File: src/hw/rtl/mbss_pkg.sv
// ----------------------------------------------------------------------------
// mbss_pkg: shared types and constants for the masked byte signature scan
// request structs, configuration register codes, cell control bundle
// ----------------------------------------------------------------------------
package mbss_pkg;

	localparam int unsigned PATTERN_MAX_DEF = 16;
	localparam int unsigned SIG_BYTES       = 16;
	localparam int unsigned ADDR_W          = 32;
	localparam int unsigned LEN_W           = 5;
	localparam int unsigned MASK_W          = 16;
	localparam int unsigned CFG_DATA_W      = 64;
	localparam int unsigned CFG_IDX_W       = 3;

	// configuration register indexes
	typedef enum logic [CFG_IDX_W-1:0] {
		REG_BASE_ADDRESS = 3'd0,
		REG_PATTERN_LOW  = 3'd1,
		REG_PATTERN_HIGH = 3'd2,
		REG_CARE_MASK    = 3'd3,
		REG_PATTERN_LEN  = 3'd4
	} cfg_reg_t;

	typedef struct packed {
		logic [7:0] data_byte;
		logic       last_byte;
	} in_req_t;

	typedef struct packed {
		logic              found;
		logic [ADDR_W-1:0] match_address;
	} out_req_t;

	// control that every cell in the chain sees
	typedef struct packed {
		logic       adv;
		logic       clr;
		logic [7:0] data_byte;
	} cell_ctl_t;

endpackage

File: src/hw/rtl/mbss_cell.sv
// ----------------------------------------------------------------------------
// mbss_cell: one signature position of the scan chain
// holds the partial-match bit for the pattern prefix ending at this position
// ----------------------------------------------------------------------------
module mbss_cell (
	input  logic               clk,
	input  logic               arst_n,
	input  mbss_pkg::cell_ctl_t ctl,
	input  logic [7:0]         sig,
	input  logic               care,
	input  logic               prev_q,
	output logic               hit_nx,
	output logic               part_q
);

	// prefix up to the previous position matched one byte ago, and this byte fits
	assign hit_nx = prev_q & (~care | (ctl.data_byte == sig));

	always_ff @(posedge clk or negedge arst_n) begin
		if (!arst_n) begin
			part_q <= 1'b0;
		end else if (ctl.adv) begin
			part_q <= ctl.clr ? 1'b0 : hit_nx;
		end
	end

endmodule

File: src/hw/rtl/masked_byte_signature_scan_top.sv
// ----------------------------------------------------------------------------
// masked_byte_signature_scan_top: wildcard byte signature search
// streams a memory region one byte per request and reports the first match
// ----------------------------------------------------------------------------
// Takes one region byte per clock cycle, back to back, for as long as the
// result register is free or being drained; a stall on the result side only
// holds the input once a finished result waits and cannot leave. The search
// is a chain of PATTERN_MAX cells: cell k keeps a bit saying that the pattern
// bytes 0..k matched the bytes ending one request ago, so each new byte costs
// one compare per cell and a pick of the cell at pattern_len - 1. Wildcard
// positions (care bit clear) always match. The first match of a region is
// kept; the request that carries last_byte produces one result request in the
// next cycle with found and base_address plus the match offset (mod 2^32), or
// found = 0 and address 0. An empty pattern or one longer than PATTERN_MAX
// never matches. After the result the chain and the counters clear, so the
// next region can follow in the very next cycle. The user writes configuration
// (cfg_wr_en / cfg_index / cfg_data) only while the block is idle, unenforced.
// ----------------------------------------------------------------------------
module masked_byte_signature_scan_top #(
	parameter int unsigned PATTERN_MAX = mbss_pkg::PATTERN_MAX_DEF
) (
	input  logic                                clk,
	input  logic                                arst_n,
	// configuration write port
	input  logic                                cfg_wr_en,
	input  logic [mbss_pkg::CFG_IDX_W-1:0]      cfg_index,
	input  logic [mbss_pkg::CFG_DATA_W-1:0]     cfg_data,
	// region byte requests
	input  logic                                in_valid,
	output logic                                in_stall,
	input  mbss_pkg::in_req_t                   in_req,
	// result requests
	output logic                                out_valid,
	input  logic                                out_stall,
	output mbss_pkg::out_req_t                  out_req
);

	localparam int unsigned AW = mbss_pkg::ADDR_W;
	localparam int unsigned LW = mbss_pkg::LEN_W;

	// configuration registers
	logic [AW-1:0]                       base_address_q;
	logic [8*mbss_pkg::SIG_BYTES-1:0]    pattern_q;
	logic [mbss_pkg::MASK_W-1:0]         care_mask_q;
	logic [LW-1:0]                       pattern_len_q;

	always_ff @(posedge clk or negedge arst_n) begin
		if (!arst_n) begin
			base_address_q <= '0;
			pattern_q      <= '0;
			care_mask_q    <= '0;
			pattern_len_q  <= '0;
		end else if (cfg_wr_en) begin
			unique case (mbss_pkg::cfg_reg_t'(cfg_index))
				mbss_pkg::REG_BASE_ADDRESS: base_address_q <= cfg_data[AW-1:0];
				mbss_pkg::REG_PATTERN_LOW:  pattern_q[63:0] <= cfg_data;
				mbss_pkg::REG_PATTERN_HIGH: pattern_q[127:64] <= cfg_data;
				mbss_pkg::REG_CARE_MASK:    care_mask_q <= cfg_data[mbss_pkg::MASK_W-1:0];
				mbss_pkg::REG_PATTERN_LEN:  pattern_len_q <= cfg_data[LW-1:0];
				default: ;
			endcase
		end
	end

	// handshake: hold input only while a finished result is stuck
	logic out_valid_q;
	logic in_acc;

	assign in_stall = out_valid_q & out_stall;
	assign in_acc   = in_valid & ~in_stall;

	// cell chain
	mbss_pkg::cell_ctl_t   ctl;
	logic [PATTERN_MAX-1:0] hit_nx;
	logic [PATTERN_MAX-1:0] part_q;

	assign ctl.adv       = in_acc;
	assign ctl.clr       = in_req.last_byte;
	assign ctl.data_byte = in_req.data_byte;

	for (genvar k = 0; k < PATTERN_MAX; k++) begin : g_cell
		logic prev;
		if (k == 0) begin : g_head
			// empty prefix always matches
			assign prev = 1'b1;
		end else begin : g_link
			assign prev = part_q[k-1];
		end
		mbss_cell u_cell (
			.clk    (clk),
			.arst_n (arst_n),
			.ctl    (ctl),
			.sig    (pattern_q[8*k +: 8]),
			.care   (care_mask_q[k]),
			.prev_q (prev),
			.hit_nx (hit_nx[k]),
			.part_q (part_q[k])
		);
	end

	// region bookkeeping
	logic [AW-1:0] region_offset_q;
	logic          match_seen_q;
	logic [AW-1:0] match_offset_q;

	logic [AW-1:0] count;
	logic          count_ok;
	logic          sel_hit;
	logic          hit;
	logic          found_nx;
	logic [AW-1:0] offset_nx;

	assign count = region_offset_q + AW'(1);
	// count >= pattern_len, only the low bits can fall short
	assign count_ok = (|count[AW-1:LW]) || (count[LW-1:0] >= pattern_len_q);

	// pick the cell at pattern_len - 1; lengths out of range select nothing
	always_comb begin
		sel_hit = 1'b0;
		for (int k = 0; k < PATTERN_MAX; k++) begin
			if (pattern_len_q == LW'(k + 1)) begin
				sel_hit = hit_nx[k];
			end
		end
	end

	assign hit       = ~match_seen_q & sel_hit & count_ok;
	assign found_nx  = match_seen_q | hit;
	assign offset_nx = hit ? (count - AW'(pattern_len_q)) : match_offset_q;

	always_ff @(posedge clk or negedge arst_n) begin
		if (!arst_n) begin
			region_offset_q <= '0;
			match_seen_q    <= 1'b0;
			match_offset_q  <= '0;
		end else if (in_acc) begin
			if (in_req.last_byte) begin
				// region closed, start the next one clean
				region_offset_q <= '0;
				match_seen_q    <= 1'b0;
				match_offset_q  <= '0;
			end else begin
				region_offset_q <= count;
				match_seen_q    <= found_nx;
				match_offset_q  <= offset_nx;
			end
		end
	end

	// result register
	mbss_pkg::out_req_t out_req_q;

	always_ff @(posedge clk or negedge arst_n) begin
		if (!arst_n) begin
			out_valid_q <= 1'b0;
		end else if (in_acc && in_req.last_byte) begin
			out_valid_q <= 1'b1;
		end else if (!out_stall) begin
			out_valid_q <= 1'b0;
		end
	end

	always_ff @(posedge clk) begin
		if (in_acc && in_req.last_byte) begin
			out_req_q.found         <= found_nx;
			out_req_q.match_address <= found_nx ? (base_address_q + offset_nx) : '0;
		end
	end

	assign out_valid = out_valid_q;
	assign out_req   = out_req_q;

	// checks
	a_result_follows_last: assert property (@(posedge clk) disable iff (!arst_n)
		(in_valid && !in_stall && in_req.last_byte) |=> out_valid)
		else $error("no result after last byte of region");

	a_result_needs_last: assert property (@(posedge clk) disable iff (!arst_n)
		$rose(out_valid) |-> $past(in_valid && !in_stall && in_req.last_byte))
		else $error("result without a closing byte");

	a_no_match_zero_addr: assert property (@(posedge clk) disable iff (!arst_n)
		(out_valid && !out_req.found) |-> (out_req.match_address == '0))
		else $error("nonzero address on a miss");

	a_seen_needs_length: assert property (@(posedge clk) disable iff (!arst_n)
		match_seen_q |-> (pattern_len_q != '0))
		else $error("match recorded with empty pattern");

endmodule

File: config.mk
export PLATFORM = sky130hd
export DESIGN_NAME = masked_byte_signature_scan_top
export DESIGN_NICKNAME = d
export VERILOG_FILES = /design/src/hw/rtl/mbss_pkg.sv /design/src/hw/rtl/mbss_cell.sv /design/src/hw/rtl/masked_byte_signature_scan_top.sv
export SDC_FILE = /design/constraint.sdc
export NUM_CORES = 1
export LEC_CHECK = 0
export ABC_AREA = 1
export BUFFER_PORTS_ARGS = -buffer_cell sky130_fd_sc_hd__buf_2
export CAP_MARGIN = 25
export CORE_MARGIN = 2
export CORE_UTILIZATION = 47
export CTS_CLUSTER_SIZE = 8
export DETAILED_ROUTE_END_ITERATION = 16
export PLACE_DENSITY = 0.67
export SETUP_SLACK_MARGIN = 0.02
export SYNTH_ARGS = -nofsm -noshare
export SYNTH_HDL_FRONTEND = slang
export SYNTH_SLANG_ARGS = --single-unit
export TNS_END_PERCENT = 50
File: constraint.sdc
create_clock -name clk -period 5.7 [get_ports clk]
set_input_delay 0.57 -clock clk [delete_from_list [all_inputs] [get_ports clk]]
set_output_delay 0.57 -clock clk [all_outputs]
set_load 0.005 [all_outputs]
==> metrics.yaml <==
outcome: "finished, violations left"
violations: "negative hold slack"
drtPass1Iterations: 5
start_kind: "register"
slew_viol_final: 0
finalSetupViolCount: 0
slew-limit-headroom: 0.522
path_buf_inv: 5
wl_per_cell_um: 17.0
fin_ws_ns: 0.385
clk_latency_ns: 0.54
die_h_um: 190
cts.sinks: 295
syn_inst: 2006
drtIter0Drc: 901
clk_pin_slew_ns: 0.05
ant_nets: 0
p_per_area_nw_per_um2: 396
core-area_um2: 33700
finalCritPeriodShare: 0.932
hold_viol: 6
grt_pass1_wl_mm: 71.4
reg2reg_from: "region_offset_q[1]"
synth_top_area_cell: "dfrtp_1"
cts.path.max_buffers: 3
ys_seq_area_frac: 0.466
rows: 67
antenna_found_initial: 1
die_w_um: 190
nNetsFinal: 2270
fmaxAchievable_ghz: 0.188
io_buffers: 115
track_usage: 0.251
cts_buffers: 42
tightest_slew_ns: 0.718
grt_max_degree: 128
synth_nets: 2126
tritoncts: "built"
crit_path_end_kind: "register"
numPlacedInstances: 2544
gp_congestion: 0.876
viasPerCell: 5.24
slowest_delay_ns: 0.39
synth_cell_types: 51
syn_area_per_cell_um2: 8.07
critical_path.startpoint: "region_offset_q[1]"
dominantRegCellSynth: "dfrtp_1"
cts-root-buf: "clkbuf_16"
maxCapViolations: 0
synthTopCellsByArea: "dfrtp_1, nand2_1, o21ai_0"
ir_drop_v: 0.000244
num_vias: 13655
cp_max_fo: 20
ys_seq_elements: 295
place_ws_ns: 0.141
crit_family: "simple AND/OR/NAND/NOR gates"
final.setup.tns_ns: 0
drive_gt1_frac: 0.153
gr-total-overflow: 0
initial_core_util: 0.481
dieArea_um2: 36000
critPathKind: "register to register"
grt_pass1_vias: 13336
p_leak_uw: 0.00919
required_ns: 6.07
dp_hpwl_mm: 31.8
area_growth_pct: 16.2
yosysWarnings: 0
skew_ns: 0.0245
path_common_cell: "nand2_1"
synth_edf_count: 33
hold_ws_ns: -0.0278
critPathArrivalTime_ns: 5.69
synth_most_common_cell: "nand2_1"
syn_area_um2: 16200
drc_errors: 0
cp_slowest_cell: "dfrtp_1"
fin_crit_ns: 5.31
drt_wl_total_mm: 44.3
synthArstFlopShare: 0.888
fin_cells: 2607
ctsHoldBuffers: 0
htreeDepth: 2
netlist_top_cells_count: "nand2_1, dfrtp_1, o21ai_0"
synth_top_cell_area_share: 0.405
worstHoldPathType: "input pin to async pin"
ios: 116
-- layout by cell type (no fill, tap or decap), types with 4 or more instances in the layout --
| master | count |
|---|---|
| a21oi_1 | 52 |
| a21oi_2 | 5 |
| a22o_1 | 4 |
| a31oi_1 | 4 |
| buf_12 | 4 |
| buf_2 | 114 |
| buf_4 | 58 |
| clkbuf_1 | 7 |
| clkbuf_16 | 43 |
| dfrtp_1 | 261 |
| edfxtp_1 | 33 |
| ha_1 | 36 |
| inv_1 | 207 |
| inv_2 | 5 |
| nand2_1 | 545 |
| nand2_2 | 5 |
| nand3_1 | 81 |
| nand3_2 | 4 |
| nand3b_1 | 4 |
| nand4_1 | 22 |
| nor2_1 | 96 |
| nor2_2 | 16 |
| nor2_4 | 5 |
| nor3_1 | 22 |
| nor3_2 | 4 |
| nor4_1 | 4 |
| o21ai_0 | 239 |
| o21ai_1 | 16 |
| o21ai_2 | 6 |
| o22ai_1 | 21 |
| o41ai_1 | 4 |
| or2_2 | 41 |
| xnor2_1 | 93 |
| xor2_1 | 54 |
| xor2_2 | 5 |
-- cells by family after synthesis --
logic type      Yosys count  share of synthesized area
compound gates          366                      0.121
simple gates            858                      0.226
fa+ha+maj                39                     0.0311
xor+xnor                153                     0.0846
buf+inv                 295                     0.0712
flops                   295                      0.466
-- final timing paths --
kind / end / slack [ns] / depth (start not counted)
hold / removal: base_address_q[29] / -0.03 / 1
setup / recovery: out_req[21] / 0.39 / 31
hold reg to reg: match_offset_q[9] / 0.48 / 2
min in group clk: out_valid / 0.26 / 3
setup reg to reg: out_req[21] / 0.39 / 31
max in group asynchronous: pattern_q[80] / 4.64 / 2
-- per-stage QoR --
| stage | utilization | instance area, µm² | power, µW |
|---|---|---|---|
| floorplan | - | 16200 | 4430 |
| global placement | 0.517 | 17400 | 5120 |
| detailed placement | 0.518 | 17500 | 5170 |
| CTS | 0.552 | 18600 | 7430 |
| global route | 0.559 | 18800 | 7970 |
| finish | 0.559 | 18800 | 7450 |
-- what timing repair did --
action                     4_1_cts  5_1_grt
setup endpoints to repair        0       16
hold endpoints to repair         0        0
gates resized for setup          0       24
buffers inserted                 0        7
-- cell type report --
type	count	area, µm²
inverter	214	803
tap	448	561
multi-input combinational	1416	7590
fill	3126	14900
clock inverter	2	28.8
clock buffer	50	1100
antenna	1	2.50
sequential	295	7550
timing repair buffer	181	1190
-- layer usage --
layer  part of all wire  wire length, µm  track usage
met1               0.45            19800        0.341
met2               0.48            21200        0.421
met3              0.051             2270       0.0349
met4              0.024             1060       0.0719
met5                  0                0            0
-- sequential cells by signal (all words and copies together) (netlist names) --
signal,flops
out_req,33
care_mask_q,16
match_seen_q,1
g_cell.u_cell.part_q,15
out_valid,1
pattern_len_q,5
base_address_q,32
region_offset_q,32
pattern_q,128
match_offset_q,32
-- power breakdown --
group | leakage (µW) | internal [µW] | total, µW | switching, µW
Sequential | 0.00371 | 2500 | 2730 | 232
Clock | 0.000552 | 1340 | 2240 | 893
Combinational | 0.00493 | 981 | 2490 | 1510
(Power assumes the default switching activity.)
